--- src/rtl/core/igc_pkg.sv ---
// shared types and constants for the interference graph coloring block
// no dependencies
package igc_pkg;

   localparam int MAX_STATIONS = 32;
   localparam int IDX_W        = $clog2(MAX_STATIONS);
   localparam int CNT_W        = $clog2(MAX_STATIONS + 1);
   localparam int COORD_W      = 16;
   localparam int RAD_W        = 15;
   localparam int OPND_W       = 16;
   localparam int SQ_W         = 2 * OPND_W;
   localparam int ACC_W        = SQ_W + 1;
   localparam int OUT_IDX_W    = 5;
   localparam int OUT_CNT_W    = 6;

   typedef enum logic [3:0] {
      ST_IDLE,
      ST_READ,
      ST_SQX,
      ST_SQY,
      ST_SQR,
      ST_CMP,
      ST_WRITE,
      ST_PREP,
      ST_COLOR,
      ST_EMIT
   } state_type;

   typedef enum logic [1:0] {
      ACC_HOLD,
      ACC_LOAD,
      ACC_ADD
   } acc_op_type;

   typedef struct packed {
      logic       sq_en;
      acc_op_type acc_op;
   } sqr_ctrl_type;

endpackage

--- src/rtl/core/interference_graph_greedy_coloring_top.sv ---
// top level of the interference graph greedy coloring block
// depends on igc_pkg, igc_sqr_unit, igc_station_store
//
// stations (x, y, radius) come in one word per start pulse. each new station is
// tested against every stored one by a single shared squaring unit, in the steps
// memory read, dx squared, dy squared, radius sum squared and compare for each
// stored station, then a write step; busy stays high throughout. the word flagged
// last_station then triggers a setup step and greedy coloring, one station per
// cycle and one pass over the stored stations per color, after which one result
// word per station is strobed on consecutive cycles with rsp_strobe. the
// receiver cannot stall: every result is valid for exactly one cycle. stations
// beyond capacity are dropped and reported through rsp_overflow. the adjacency
// store is cleared at once after the batch, so there is no clearing pass after
// reset.
module interference_graph_greedy_coloring_top (
   input  logic                                 clock,
   input  logic                                 reset,
   input  logic                                 start,
   output logic                                 busy,
   input  logic signed [igc_pkg::COORD_W-1:0]   req_x_pos,
   input  logic signed [igc_pkg::COORD_W-1:0]   req_y_pos,
   input  logic [igc_pkg::RAD_W-1:0]            req_radius,
   input  logic                                 req_last_station,
   output logic                                 rsp_strobe,
   output logic [igc_pkg::OUT_IDX_W-1:0]        rsp_station_index,
   output logic [igc_pkg::OUT_IDX_W-1:0]        rsp_color,
   output logic [igc_pkg::OUT_CNT_W-1:0]        rsp_color_count,
   output logic                                 rsp_overflow,
   output logic                                 rsp_last_result
);
   import igc_pkg::*;

   // sequencer
   state_type state_ff, state_in;

   // latched input word
   logic signed [COORD_W-1:0] x_ff, y_ff;
   logic [RAD_W-1:0]          r_ff;
   logic                      last_ff;

   // batch bookkeeping
   logic [CNT_W-1:0]        count_ff;
   logic                    overflow_ff;
   logic [IDX_W-1:0]        idx_ff;
   logic [MAX_STATIONS-1:0] new_row_ff;
   logic [MAX_STATIONS-1:0] adj_ff [MAX_STATIONS];

   // coloring state
   logic [MAX_STATIONS-1:0] uncol_ff, hold_ff;
   logic [CNT_W-1:0]        round_ff, ncolors_ff;
   logic [IDX_W-1:0]        vcolor_ff [MAX_STATIONS];

   // result word registers
   logic                 rsp_strobe_ff;
   logic [OUT_IDX_W-1:0] rsp_index_ff, rsp_color_ff;
   logic [OUT_CNT_W-1:0] rsp_count_ff;
   logic                 rsp_overflow_ff, rsp_last_ff;

   // datapath controls from the sequencer
   sqr_ctrl_type      sqr_ctrl;
   logic              mem_rd_en, mem_wr_en;
   logic [OPND_W-1:0] operand;
   logic              hit;

   logic signed [COORD_W-1:0] mem_x, mem_y;
   logic [RAD_W-1:0]          mem_r;

   logic                  accept;
   logic                  store_full;
   logic                  last_idx;
   logic [IDX_W-1:0]      new_slot;
   logic signed [COORD_W:0] dx_diff, dy_diff;
   logic [OPND_W-1:0]     dx_abs, dy_abs, rad_sum;
   logic                  cand;
   logic [MAX_STATIONS-1:0] uncol_next;

   assign accept     = start && (state_ff == ST_IDLE);
   assign store_full = (count_ff == CNT_W'(MAX_STATIONS));
   assign last_idx   = ((CNT_W'(idx_ff) + CNT_W'(1)) == count_ff);
   assign new_slot   = count_ff[IDX_W-1:0];

   // absolute coordinate differences and radius sum
   assign dx_diff = {mem_x[COORD_W-1], mem_x} - {x_ff[COORD_W-1], x_ff};
   assign dy_diff = {mem_y[COORD_W-1], mem_y} - {y_ff[COORD_W-1], y_ff};
   assign dx_abs  = dx_diff[COORD_W] ? OPND_W'(-dx_diff) : OPND_W'(dx_diff);
   assign dy_abs  = dy_diff[COORD_W] ? OPND_W'(-dy_diff) : OPND_W'(dy_diff);
   assign rad_sum = OPND_W'(mem_r) + OPND_W'(r_ff);

   // greedy step: station idx takes the round color if no neighbor holds it
   assign cand       = uncol_ff[idx_ff] && ((adj_ff[idx_ff] & hold_ff) == '0);
   assign uncol_next = uncol_ff & ~(MAX_STATIONS'(cand) << idx_ff);

   igc_station_store u_store (
      .clock   (clock),
      .wr_en   (mem_wr_en),
      .wr_addr (new_slot),
      .wr_x    (x_ff),
      .wr_y    (y_ff),
      .wr_r    (r_ff),
      .rd_en   (mem_rd_en),
      .rd_addr (idx_ff),
      .rd_x    (mem_x),
      .rd_y    (mem_y),
      .rd_r    (mem_r)
   );

   igc_sqr_unit u_sqr (
      .clock   (clock),
      .ctrl    (sqr_ctrl),
      .operand (operand),
      .hit     (hit)
   );

   // next state
   always_comb begin
      state_in = state_ff;
      case (state_ff)
         ST_IDLE: begin
            if (start) begin
               if (store_full) begin
                  state_in = req_last_station ? ST_PREP : ST_IDLE;
               end else if (count_ff == '0) begin
                  state_in = ST_WRITE;
               end else begin
                  state_in = ST_READ;
               end
            end
         end
         ST_READ:  state_in = ST_SQX;
         ST_SQX:   state_in = ST_SQY;
         ST_SQY:   state_in = ST_SQR;
         ST_SQR:   state_in = ST_CMP;
         ST_CMP:   state_in = last_idx ? ST_WRITE : ST_READ;
         ST_WRITE: state_in = last_ff ? ST_PREP : ST_IDLE;
         ST_PREP:  state_in = (count_ff == '0) ? ST_IDLE : ST_COLOR;
         ST_COLOR: begin
            if (last_idx && (uncol_next == '0)) begin
               state_in = ST_EMIT;
            end
         end
         ST_EMIT:  state_in = last_idx ? ST_IDLE : ST_EMIT;
         default:  state_in = ST_IDLE;
      endcase
   end

   // sequencer outputs
   always_comb begin
      sqr_ctrl.sq_en  = 1'b0;
      sqr_ctrl.acc_op = ACC_HOLD;
      mem_rd_en       = 1'b0;
      mem_wr_en       = 1'b0;
      operand         = dx_abs;
      case (state_ff)
         ST_READ: mem_rd_en = 1'b1;
         ST_SQX: begin
            sqr_ctrl.sq_en = 1'b1;
            operand        = dx_abs;
         end
         ST_SQY: begin
            sqr_ctrl.sq_en  = 1'b1;
            sqr_ctrl.acc_op = ACC_LOAD;
            operand         = dy_abs;
         end
         ST_SQR: begin
            sqr_ctrl.sq_en  = 1'b1;
            sqr_ctrl.acc_op = ACC_ADD;
            operand         = rad_sum;
         end
         ST_WRITE: mem_wr_en = 1'b1;
         default: begin
            sqr_ctrl.sq_en = 1'b0;
         end
      endcase
   end

   always_ff @(posedge clock) begin
      if (reset) begin
         state_ff <= ST_IDLE;
      end else begin
         state_ff <= state_in;
      end
   end

   // control state: count, overflow, adjacency
   always_ff @(posedge clock) begin
      if (reset) begin
         count_ff    <= '0;
         overflow_ff <= 1'b0;
         for (int j = 0; j < MAX_STATIONS; j++) begin
            adj_ff[j] <= '0;
         end
      end else begin
         case (state_ff)
            ST_IDLE: begin
               if (start && store_full) begin
                  overflow_ff <= 1'b1;
               end
            end
            ST_CMP: begin
               if (hit) begin
                  adj_ff[idx_ff][new_slot] <= 1'b1;
               end
            end
            ST_WRITE: begin
               adj_ff[new_slot] <= new_row_ff;
               count_ff         <= count_ff + CNT_W'(1);
            end
            ST_PREP: begin
               if (count_ff == '0) begin
                  overflow_ff <= 1'b0;
               end
            end
            ST_EMIT: begin
               // batch done, clear for the next one
               if (last_idx) begin
                  count_ff    <= '0;
                  overflow_ff <= 1'b0;
                  for (int j = 0; j < MAX_STATIONS; j++) begin
                     adj_ff[j] <= '0;
                  end
               end
            end
            default: begin
               count_ff <= count_ff;
            end
         endcase
      end
   end

   // datapath registers
   always_ff @(posedge clock) begin
      case (state_ff)
         ST_IDLE: begin
            if (accept) begin
               x_ff       <= req_x_pos;
               y_ff       <= req_y_pos;
               r_ff       <= req_radius;
               last_ff    <= req_last_station;
               idx_ff     <= '0;
               new_row_ff <= '0;
            end
         end
         ST_CMP: begin
            if (hit) begin
               new_row_ff[idx_ff] <= 1'b1;
            end
            if (!last_idx) begin
               idx_ff <= idx_ff + IDX_W'(1);
            end
         end
         ST_PREP: begin
            for (int j = 0; j < MAX_STATIONS; j++) begin
               uncol_ff[j] <= (CNT_W'(j) < count_ff);
            end
            hold_ff  <= '0;
            round_ff <= '0;
            idx_ff   <= '0;
         end
         ST_COLOR: begin
            if (cand) begin
               vcolor_ff[idx_ff] <= IDX_W'(round_ff);
            end
            uncol_ff <= uncol_next;
            if (last_idx) begin
               // end of a round
               idx_ff <= '0;
               if (uncol_next == '0) begin
                  ncolors_ff <= round_ff + CNT_W'(1);
               end else begin
                  round_ff <= round_ff + CNT_W'(1);
                  hold_ff  <= '0;
               end
            end else begin
               idx_ff <= idx_ff + IDX_W'(1);
               if (cand) begin
                  hold_ff[idx_ff] <= 1'b1;
               end
            end
         end
         ST_EMIT: begin
            idx_ff <= idx_ff + IDX_W'(1);
         end
         default: begin
            idx_ff <= idx_ff;
         end
      endcase
   end

   // result word, one per cycle while emitting
   always_ff @(posedge clock) begin
      if (reset) begin
         rsp_strobe_ff <= 1'b0;
      end else begin
         rsp_strobe_ff <= (state_ff == ST_EMIT);
      end
   end

   always_ff @(posedge clock) begin
      if (state_ff == ST_EMIT) begin
         rsp_index_ff    <= OUT_IDX_W'(idx_ff);
         rsp_color_ff    <= OUT_IDX_W'(vcolor_ff[idx_ff]);
         rsp_count_ff    <= OUT_CNT_W'(ncolors_ff);
         rsp_overflow_ff <= overflow_ff;
         rsp_last_ff     <= last_idx;
      end
   end

   assign busy              = (state_ff != ST_IDLE);
   assign rsp_strobe        = rsp_strobe_ff;
   assign rsp_station_index = rsp_index_ff;
   assign rsp_color         = rsp_color_ff;
   assign rsp_color_count   = rsp_count_ff;
   assign rsp_overflow      = rsp_overflow_ff;
   assign rsp_last_result   = rsp_last_ff;

endmodule

--- src/rtl/core/igc_sqr_unit.sv ---
// shared square, accumulate and compare unit for the interference test
// depends on igc_pkg
module igc_sqr_unit (
   input  logic                       clock,
   input  igc_pkg::sqr_ctrl_type      ctrl,
   input  logic [igc_pkg::OPND_W-1:0] operand,
   output logic                       hit
);
   import igc_pkg::*;

   logic [SQ_W-1:0]  sq_ff;
   logic [ACC_W-1:0] acc_ff;

   always_ff @(posedge clock) begin
      if (ctrl.sq_en) begin
         sq_ff <= SQ_W'(operand) * SQ_W'(operand);
      end
      case (ctrl.acc_op)
         ACC_LOAD: acc_ff <= ACC_W'(sq_ff);
         ACC_ADD:  acc_ff <= acc_ff + ACC_W'(sq_ff);
         default:  acc_ff <= acc_ff;
      endcase
   end

   // distance squared against squared radius sum
   assign hit = (acc_ff <= ACC_W'(sq_ff));

endmodule

--- src/rtl/core/igc_station_store.sv ---
// station coordinate and radius memory, one write and one registered read port
// depends on igc_pkg
module igc_station_store (
   input  logic                               clock,
   input  logic                               wr_en,
   input  logic [igc_pkg::IDX_W-1:0]          wr_addr,
   input  logic signed [igc_pkg::COORD_W-1:0] wr_x,
   input  logic signed [igc_pkg::COORD_W-1:0] wr_y,
   input  logic [igc_pkg::RAD_W-1:0]          wr_r,
   input  logic                               rd_en,
   input  logic [igc_pkg::IDX_W-1:0]          rd_addr,
   output logic signed [igc_pkg::COORD_W-1:0] rd_x,
   output logic signed [igc_pkg::COORD_W-1:0] rd_y,
   output logic [igc_pkg::RAD_W-1:0]          rd_r
);
   import igc_pkg::*;

   logic signed [COORD_W-1:0] x_mem [MAX_STATIONS];
   logic signed [COORD_W-1:0] y_mem [MAX_STATIONS];
   logic [RAD_W-1:0]          r_mem [MAX_STATIONS];

   always_ff @(posedge clock) begin
      if (wr_en) begin
         x_mem[wr_addr] <= wr_x;
         y_mem[wr_addr] <= wr_y;
         r_mem[wr_addr] <= wr_r;
      end
      if (rd_en) begin
         rd_x <= x_mem[rd_addr];
         rd_y <= y_mem[rd_addr];
         rd_r <= r_mem[rd_addr];
      end
   end

endmodule

--- config.mk ---
export PLATFORM = sky130hd
export DESIGN_NAME = interference_graph_greedy_coloring_top
export DESIGN_NICKNAME = d
export VERILOG_FILES = /design/src/rtl/core/igc_pkg.sv /design/src/rtl/core/interference_graph_greedy_coloring_top.sv /design/src/rtl/core/igc_sqr_unit.sv /design/src/rtl/core/igc_station_store.sv
export SDC_FILE = /design/constraint.sdc
export NUM_CORES = 2
export LEC_CHECK = 0
export BUFFER_PORTS_ARGS = -buffer_cell sky130_fd_sc_hd__buf_2
export CORE_ASPECT_RATIO = 1.5
export CORE_MARGIN = 5
export CORE_UTILIZATION = 58
export CTS_CLUSTER_DIAMETER = 100
export DETAILED_ROUTE_END_ITERATION = 16
export HOLD_SLACK_MARGIN = 0.02
export PLACE_DENSITY_LB_ADDON = 0.05
export SETUP_SLACK_MARGIN = 0.02
export SLEW_MARGIN = 25
export SYNTH_ARGS = -nofsm -noshare
export SYNTH_HDL_FRONTEND = slang
export SYNTH_SLANG_ARGS = --single-unit
export TNS_END_PERCENT = 10
--- constraint.sdc ---
create_clock -name clock -period 10.5 [get_ports clock]
set_input_delay 1.05 -clock clock [delete_from_list [all_inputs] [get_ports clock]]
set_output_delay 1.05 -clock clock [all_outputs]
set_load 0.01 [all_outputs]
==> flow_metrics.env <==
export IMPL_drv_cap=0
export IMPL_syn_area_um2=141000
export IMPL_synth_ff_type="edfxtp_1"
export IMPL_clk_pin_slew_ns=0.07
export IMPL_cp_required_ns=11.10
export IMPL_coreArea_um2=241000
export IMPL_cp_start_kind="flip-flop"
export IMPL_portBuffers=70
export IMPL_setup_viol_count_final=0
export IMPL_postCtsHoldBufs=0
export IMPL_period_share_pct=96.6
export IMPL_ys_warn_count=0
export IMPL_initial_utilization_pct=58.3
export IMPL_endpoint_kind="flip-flop"
export IMPL_placed_area_um2=146000
export IMPL_die_w_um=412
export IMPL_die_y_um=613
export IMPL_drive_above_1_share_pct=19.0
export IMPL_cp_slowest_cell="fa_1"
export IMPL_drc=0
export IMPL_firstDrtPassIters=8
export IMPL_grt_pass1_vias=91400
export IMPL_grtUsageMet2_pct=61.6
export IMPL_htreeDepth=5
export IMPL_synth_common_cells="edfxtp_1, a21oi_1, clkbuf_1, mux4_2, inv_1"
export IMPL_whs_ns=0.339
export IMPL_relSlewSlack_pct=19.8
export IMPL_synthesis_nets=10200
export IMPL_ios=71
export IMPL_synthTopCellsByArea="edfxtp_1, mux4_2, a21oi_1, fa_1, clkbuf_1"
export IMPL_post_drt_via_cell_ratio=7.14
export IMPL_slew_violations=0
export IMPL_synthDistinctLibCells=89
export IMPL_critical_path_class="flip-flop to flip-flop"
export IMPL_grt_usage_pct=38.1
export IMPL_finalHoldViolations=0
export IMPL_cts_root_buffer="clkbuf_16"
export IMPL_crit_top_cell="fa_1"
export IMPL_cts_tree="built"
export IMPL_ys_ff_latch=2995
export IMPL_holdPathStages=1
export IMPL_fin_skew_ns=0.0555
export IMPL_fin_area_um2=156000
export IMPL_path_max_fanout=3
export IMPL_worst_pin_slew_ns=1.20
export IMPL_arrival_ns=10.74
export IMPL_hold_end="x_ff[15]$_DFFE_PP_"
export IMPL_syn_avg_cell_area_um2=14.5
export IMPL_tns_ns=0
export IMPL_r2r_setup_slack_ns=0.36
export IMPL_groute_layer_met1_usage_pct=45.6
export IMPL_antenna_found_initial=39
export IMPL_vias=93000
export IMPL_grt_max_degree=255
export IMPL_clock_sinks=2995
export IMPL_numCtsBuffers=293
export IMPL_hold_path_class="primary input to flip-flop"
export IMPL_synth_seq_area_share_pct=63.8
export IMPL_antenna_left=0
export IMPL_fin_crit_ns=10.14
export IMPL_post_drt_wl_per_cell_um=37.3
export IMPL_busiest_layer="met2"
export IMPL_r2r_end="u_sqr.sq_ff[31]$_DFFE_PP_"
export IMPL_regToRegStartpoint="u_store.rd_y[0]$_DFFE_PP_"
export IMPL_yosysTopAreaCell="edfxtp_1"
export IMPL_globalplace_congestion=0.937
export IMPL_yosys_area_top_type_share_pct=63.6
export IMPL_drt_total_wl_um=486000
export IMPL_place_hpwl_um=281000
export IMPL_r2r_cells=43
export IMPL_grt_pass1_wl_um=676000
export IMPL_dr_first_iter_drc_count=13900
export IMPL_hold_start="req_x_pos[15]"
export IMPL_yosysMostFrequentCell="edfxtp_1"
export IMPL_use_met3_pct=9.00
export IMPL_clock_fmax_mhz=98.6
export IMPL_syn_instance_count=9719
export IMPL_synth_edf_count=2978
export IMPL_status="finished, final reports clean"
export IMPL_clockBufferDepth=4
export IMPL_syn_to_final_growth_pct=10.8
export IMPL_ys_async_sr_fraction_pct=0
export IMPL_rows=221
export IMPL_die_area_um2=253000
export IMPL_final_util_pct=64.5
export IMPL_clock_latency_ns=0.89
export IMPL_final_net_count=9993
export IMPL_gr_total_overflow=0
export IMPL_cpPeakStageDelay_ns=0.58
==> sequential cells by signal, summed over array words and instances, names as in the netlist, 15 cells and up, named ones only <==
register       cells
adj_ff          1024
u_store.x_mem    512
u_store.y_mem    512
u_store.r_mem    480
vcolor_ff        160
u_sqr.acc_ff      33
hold_ff           32
new_row_ff        32
uncol_ff          32
u_sqr.sq_ff       31
u_store.rd_x      16
u_store.rd_y      16
x_ff              16
y_ff              16
r_ff              15
u_store.rd_r      15
==> cell usage in the layout (no fill, tap or decap), types with 32 or more instances in the layout <==
cell type	count
buf_2	70
a22oi_1	115
clkbuf_1	57
ha_1	217
buf_4	389
mux2i_1	184
clkbuf_16	300
nand2_2	43
a21o_1	32
a221oi_1	57
clkinv_2	42
nor3_1	45
fa_1	163
nand3_1	65
nand2b_1	44
nand2_1	225
xnor2_1	87
mux4_2	650
nor2_4	41
nor2b_1	41
edfxtp_1	2978
a21oi_1	2252
clkinv_1	63
inv_1	360
o211ai_1	50
xor2_1	44
and3_1	57
o21ai_0	81
nor2_1	307
==> cells by family (layout without fill, tap and decap cells) <==
logic type / Yosys count / in the layout / synth area share, %
flops: 2995 / 2995 / 63.8
other cells: 0 / 26 / 0
mux: 867 / 867 / 12.0
compound gates: 2938 / 2938 / 11.6
simple gates: 1080 / 1080 / 3.64
buf+inv: 1317 / 1368 / 3.68
fa+ha+maj: 387 / 387 / 4.33
xor+xnor: 135 / 135 / 0.851
==> what timing repair did <==
action                     4_1_cts  5_1_grt
cloned                           0        0
setup endpoints to repair        2        3
resized for setup                7       52
buffers inserted                 1       16
pin swaps                        3       36
==> worst max-delay path: cells and delay by family (launching register included) <==
kind	cells	cell delay, ns
compound gates	17	3.25
mux	1	0.29
flops	1	0.37
buf+inv	9	0.90
xor+xnor	3	0.65
fa+ha+maj	9	3.51
simple gates	4	0.87
==> metal layers <==
layer	vias to the layer above	share of wire [%]	wire length [µm]
met5	-	0.026	125
met3	1903	11	54400
met4	16	8.9	43400
li1	37400	-	-
met1	47300	32	157000
met2	6324	48	231000
==> final cells by class <==
class	instances	area [µm²]
Inverter	369	1390
Fill cell	17700	85600
Timing Repair Buffer	489	3820
Sequential cell	2995	89800
Tap cell	3233	4050
Clock buffer	357	7720
Multi-Input combinational cell	5407	47500
Antenna cell	26	65.1
Clock inverter	153	1450
==> through the flow <==
step,std cells,setup WS [ns]
2_1_floorplan,9719,0.136
3_3_place_gp,12500,-0.205
3_5_place_dp,12500,-0.211
4_1_cts,13000,0.0504
5_1_grt,13000,-0.0475
6_report,13000,0.356
==> how the worst max path moves through the flow <==
stage | slack [ns] | start | to | cells after the start
finish | 0.36 | u_store.rd_y[0]$_DFFE_PP_ | u_sqr.sq_ff[31]$_DFFE_PP_ | 43
global route | -0.05 | u_store.rd_x[0]$_DFFE_PP_ | u_sqr.sq_ff[31]$_DFFE_PP_ | 39
CTS | 0.05 | u_store.rd_y[0]$_DFFE_PP_ | u_sqr.sq_ff[31]$_DFFE_PP_ | 42
detailed placement | -0.21 | u_store.rd_y[0]$_DFFE_PP_ | u_sqr.sq_ff[31]$_DFFE_PP_ | 42
global placement | -0.21 | u_store.rd_y[0]$_DFFE_PP_ | u_sqr.sq_ff[31]$_DFFE_PP_ | 42
floorplan | 0.14 | y_ff[0]$_DFFE_PP_ | u_sqr.sq_ff[31]$_DFFE_PP_ | 38
Power is left out: the tool's default activity adds up to more than one toggle a clock period on the data nets, which glitch-free logic cannot reach.
